$ cat src/rtl/core/bw3_wmul.sv
// bw3_wmul: signed wide multiplier, split into four half-width partial
// products (stage A) and a summing stage (stage B). No dependencies.
module bw3_wmul #(
    parameter int OW = 35
) (
    input  logic                   i_clk,
    input  logic signed [OW-1:0]   i_a,
    input  logic signed [OW-1:0]   i_b,
    output logic signed [2*OW-1:0] o_p
);

    localparam int H  = (OW + 1) / 2;
    localparam int PW = 2 * OW;
    localparam int SW = 4 * H;

    logic [2*H-1:0] ma;
    logic [2*H-1:0] mb;
    logic [SW-1:0]  sum;
    logic [PW-1:0]  mag;

    logic [2*H-1:0] r_ll, r_lh, r_hl, r_hh;
    logic           r_neg;
    logic signed [PW-1:0] r_p;

    always_comb begin
        ma  = (2*H)'($unsigned(i_a[OW-1] ? -i_a : i_a));
        mb  = (2*H)'($unsigned(i_b[OW-1] ? -i_b : i_b));
        sum = SW'(r_ll) + ((SW'(r_lh) + SW'(r_hl)) << H) + (SW'(r_hh) << (2*H));
        mag = sum[PW-1:0];
    end

    always_ff @(posedge i_clk) begin
        r_ll  <= ma[H-1:0]   * mb[H-1:0];
        r_lh  <= ma[H-1:0]   * mb[2*H-1:H];
        r_hl  <= ma[2*H-1:H] * mb[H-1:0];
        r_hh  <= ma[2*H-1:H] * mb[2*H-1:H];
        r_neg <= i_a[OW-1] ^ i_b[OW-1];
        r_p   <= r_neg ? -$signed(mag) : $signed(mag);
    end

    assign o_p = r_p;

endmodule

$ cat config.mk
export PLATFORM = sky130hd
export DESIGN_NAME = bw3_wmul
export DESIGN_NICKNAME = d
export VERILOG_FILES = /design/src/rtl/core/bw3_wmul.sv
export SDC_FILE = /design/constraint.sdc
export NUM_CORES = 2
export LEC_CHECK = 0
export BUFFER_PORTS_ARGS = -buffer_cell sky130_fd_sc_hd__buf_2
export CORE_UTILIZATION = 35
export CTS_CLUSTER_SIZE = 8
export DETAILED_ROUTE_END_ITERATION = 7
export SLEW_MARGIN = 5
export SYNTH_ARGS = -nofsm -noshare
export SYNTH_HDL_FRONTEND = slang
export SYNTH_SLANG_ARGS = --single-unit
$ cat constraint.sdc
create_clock -name i_clk -period 25.1 [get_ports i_clk]
set_input_delay 1.255 -clock i_clk [delete_from_list [all_inputs] [get_ports i_clk]]
set_output_delay 1.255 -clock i_clk [all_outputs]
set_load 0.01 [all_outputs]
=== Word-level counts from Yosys, hierarchy flattened ===
Cells that the tools add are included.

* Register bits after elaboration: 211
* Input bits: 71
* Output and inout port bits: 70
* Word-level logic and storage cells: 20

* Add/sub/neg operators: 6
* $mul: 4
* Mux-type cells: 3
* Bitwise logic cells: 1

{| class="wikitable"
|+ Operators with widths
! cell !! number
|-
| $add 56x70->70 || 1
|-
| $mux 35 || 2
|-
| $mux 70 || 1
|-
| $neg 35->35 || 2
|-
| $neg 70->70 || 1
|-
| $add 36x55->56 || 1
|-
| $add 35x35->36 || 1
|-
| $mul 18x18->36 || 1
|-
| $mul 17x18->35 || 1
|-
| $mul 18x17->35 || 1
|-
| $mul 17x17->34 || 1
|-
| $xor 1x1->1 || 1
|}

=== Depth between registers and ports, before layout ===
* Depth in word-level cells: 5
* Gate-level depth with buffers: 38
* Depth with buffers taken out: 35

=== Least setup slack after synthesis ===
Ideal clock, no wire load.

* Kind: input to register
* Start: in i_a[0]
* End: reg r_hh[33]
* Library setup time: 0.121 ns
* Arrival time: 9.595 ns
* Data required time: 24.979 ns
* Setup slack: 15.384 ns
* Cell stages on the path: 36
* Path buffers: 3
* Path through: clkbuf_1 -> clkinv_1 -> clkbuf_1 -> ha_1 -> nand3b_1 -> or3b_1 -> or3_1 -> or3_4 -> inv_2 -> nand2_2 -> o31ai_2 -> xnor2_1 -> clkbuf_1 -> nand2_1 -> fa_1 -> inv_1 -> fa_1 -> inv_1 -> fa_1 -> inv_1 -> fa_1 -> fa_1 -> inv_1 -> fa_1 -> inv_1 -> ha_1 -> o21a_1 -> and3_1 -> a21oi_1 -> o32a_1 -> a211oi_1 -> nor2_1 -> a211o_1 -> o21bai_1 -> a21oi_1 -> xnor2_1

* Word-level cells in the longest chain between the ends: 3

{| class="wikitable"
|+ Ends and longest elaborated chain
! what !! RTL line !! source
|-
| from (decl) || 7 || <nowiki>input logic signed [OW-1:0] i_a,</nowiki>
|-
| $neg 35->35 || 26 || <nowiki>ma = (2*H)'($unsigned(i_a[OW-1] ? -i_a : i_a));</nowiki>
|-
| $mux 35 || 26 ||
|-
| $mul 17x17->34 || 36 || <nowiki>r_hh <= ma[2*H-1:H] * mb[2*H-1:H];</nowiki>
|-
| to (signal assigned) || 36 ||
|-
| to (decl) || 21 || <nowiki>logic [2*H-1:0] r_ll, r_lh, r_hl, r_hh;</nowiki>
|}

No other way between the ends.

=== Final worst setup path ===
* Start: in i_b[0]
* End: reg r_lh[33]

* Word-level cells in the longest chain between the ends: 3

{| class="wikitable"
|+ Ends and longest elaborated chain
! what !! RTL line !! source
|-
| from (decl) || 8 || <nowiki>input logic signed [OW-1:0] i_b,</nowiki>
|-
| $neg 35->35 || 27 || <nowiki>mb = (2*H)'($unsigned(i_b[OW-1] ? -i_b : i_b));</nowiki>
|-
| $mux 35 || 27 ||
|-
| $mul 18x17->35 || 34 || <nowiki>r_lh <= ma[H-1:0] * mb[2*H-1:H];</nowiki>
|-
| to (signal assigned) || 34 ||
|-
| to (decl) || 21 ||
|}

No other way between the ends.

==> metrics.csv <==
metric;value;unit
status;finished with violations;
failing checks;design-rule violations;
CTS tree;built;
Hold-fix buffers, CTS;0;
CP max stage delay;0.84;ns
top cell type's share of synthesized area;37.83;%
most area-consuming cells after synthesis;fa_1 (38%), ha_1 (13%), inv_1 (9.5%), dfxtp_1 (8.3%), nand2_1 (6.6%);
CTS root buf;clkbuf_16;
area of the multi-input gates;41590;um^2
Worst Skew;0.05823;ns
Hold EP;o_p[15]$_DFF_P_;
most frequent CP cell;fa_1;
Iteration-0 DRC Markers;3176;
Final setup viols;0;
post-DP HPWL;134.2;mm
Critical Path AT;11.61;ns
worst hold path class;reg -> reg;
Die ar.;146700;um^2
Synth Net Count;7557;
post-CTS sizing;0;
Post-route DRC;30;
worst r2r dst;o_p[63]$_DFF_P_;
drt pass-1 iters;8;
global route overflow;0;
part of the Yosys area used for sequential elements;8.314;%
R2R Path Start;r_hl[0]$_DFF_P_;
FMAX;90.32;MHz
CTS sink count;211;
Synth Flop Type;dfxtp_1;
count of boundary I/O pins;141;
Min Clock Period, post-route;11.07;ns
Cell Rows;139;
Setup crit start;i_b[0];
critical path's slowest cell;xnor2_2;
Register Area;4225;um^2
Worst-path clk slew;0.05;ns
Final period util;44.11;%
Hold Fails Final Rpt;0;
R2R depth;27;
GRT Overall Usage;22.92;%
total number of vias;40921;
Setup crit start kind;input port;
Hold Crit Depth;1;
global-route wire length before repair;254.3;mm
initial core utilization;35.32;%
Synth Area per Inst;8.445;um^2
top cell type by total area after synthesis;fa_1;
crit path max fanout;22;
Worst EP required;25.64;ns
Max Cap Violations;0;
vias in the first global route;42116;
Post-DRT Antenna Nets;0;
YS warnings;0;
unrepaired setup endpoints after global routing;no;
maximum clock path buffer count;3;
synthesized cell area;50810;um^2
core area;143800;um^2
final net count;7629;
relative slew slack;12.12;%
routed wire length;166.7;mm
Final Max Tran Viols;0;
Port Buffers;140;
slack of the worst reg-to-reg path;17.99;ns
H-tree levels;1;
largest net degree at the start of global routing;71;
number of synthesized flops with an enable pin;0;
Crit. End Element;flip-flop;
Yosys reg bits;211;
distinct cell type count of the synthesized netlist;96;
Via density;5.109;
share of layout cells above drive strength 1;7.190;%
Die Width;383;um
setup TNS;0;ns
actual slew at the worst max-slew pin;1.309;ns
clk_lat worst skew;0.62;ns
synth-to-layout area growth;9.368;%
Syn Inst Count;6016;
Fillers;14525;
GP Congestion;0.9620;
setup bufs post-CTS;0;
initial antenna violation count;35;
drt wl/cell;20.82;um
Die Y;383;um
CTS buffer count;31;
Async S/R FF share, synth;0;%
kind of critical path;in -> reg;
min-delay src;r_ll[15]$_DFF_P_;
[per-stage QoR]
| step | std cells | util (%) | area [um^2] | hold WS [ns] | setup WS (ns) |
|---|---|---|---|---|---|
| 2_1_floorplan | 6016 | - | 50810 | 0.3639 | 15.38 |
| 3_3_place_gp | 7958 | 38.02 | 54690 | 0.4468 | 13.83 |
| 3_5_place_dp | 7958 | 38.02 | 54690 | 0.4441 | 13.66 |
| 4_1_cts | 7995 | 38.61 | 55530 | 0.4544 | 14.26 |
| 5_1_grt | 7997 | 38.61 | 55540 | 0.4660 | 13.66 |
| 6_report | 8009 | 38.63 | 55570 | 0.4555 | 14.03 |
[critical path: cells and delay by family]
family                   cells  cell delay [ns]
XOR/XNOR                     2             0.97
AND/OR/NAND/NOR             12             2.46
adder cells (fa/ha/maj)      8             3.87
buffers and inverters        6             1.33
AO/OA/AOI/OAI                7             1.65
[sequential cells by signal, indices dropped and copies added (netlist names)]
register and cells:
r_ll 36, r_hh 34, r_lh 35, o_p 70, r_neg 1, r_hl 35
[synthesized netlist by cell type, types with 6 or more instances]
master and number:
fa_1 960, nand2b_1 30, a21boi_0 9, o21ai_1 6
or4_1 14, and3_1 30, or3_1 28, o31a_1 8
or2_2 10, o21bai_1 22, nor2_1 608, clkbuf_1 194
a21oi_1 130, a21o_1 69, inv_1 1291, nand4_1 27
o21a_1 46, o21ai_0 124, o31ai_1 32, o31ai_2 6
nor4_1 13, and2_1 30, buf_2 24, ha_1 510
nor2b_1 26, nand3b_1 8, a31oi_1 13, xor2_1 125
nand3_1 49, xnor2_1 246, o41ai_2 7, o22ai_1 7
a211o_1 7, dfxtp_1 211, nor3_1 43, nand2_1 898
o41ai_1 16, a211oi_1 15, o211ai_1 14
[worst max path at each step]
stage / end / slack, ns
floorplan: r_hh[33]$_DFF_P_ / 15.38
global placement: r_lh[33]$_DFF_P_ / 13.83
detailed placement: r_lh[33]$_DFF_P_ / 13.66
CTS: r_lh[33]$_DFF_P_ / 14.26
global route: r_lh[33]$_DFF_P_ / 13.66
finish: r_lh[33]$_DFF_P_ / 14.03
[layout make-up]
type                            instances  share of cell area, %
Tap cell                             1903                  4.285
Antenna cell                           14                0.06305
Multi-Input combinational cell       4286                  74.85
Timing Repair Buffer                  264                  2.936
Clock inverter                          4                0.08782
Sequential cell                       211                  7.604
Clock buffer                           33                  1.428
Inverter                             1294                  8.741
[layer usage]
metal	GRT usage, %	wire (um)
met5	0	164
met4	8.030	6260
met3	5.157	17890
met2	35.34	71600
met1	31.44	70820
[layout by cell type (no fill, tap or decap), types with 32 or more instances in the layout]
master   synthesis  routed
a21oi_1        130     130
nor3_1          43      43
ha_1           510     510
xor2_1         125     107
o31ai_1         32      32
inv_1         1291    1291
buf_2           24     140
nand2_1        898     898
dfxtp_1        211     210
fa_1           960     960
a21o_1          69      69
nor2_1         608     608
nand3_1         49      49
o21a_1          46      46
xnor2_1        246     198
o21ai_0        124     122
buf_4            3     124
[cells by family (layout without fill, tap and decap cells)]
family	count (synthesis)	after routing	synth area share, %
flops	211	211	8.314
xor+xnor	371	371	6.396
buf+inv	1519	1595	11.33
simple gates	1854	1854	15.63
mux	5	5	0.1034
fa+ha+maj	1470	1470	50.39
compound gates	586	586	7.841
other cells	0	14	0
Power is left out: the tool's default activity adds up to more than one toggle a clock period on the data nets, which glitch-free logic cannot reach.
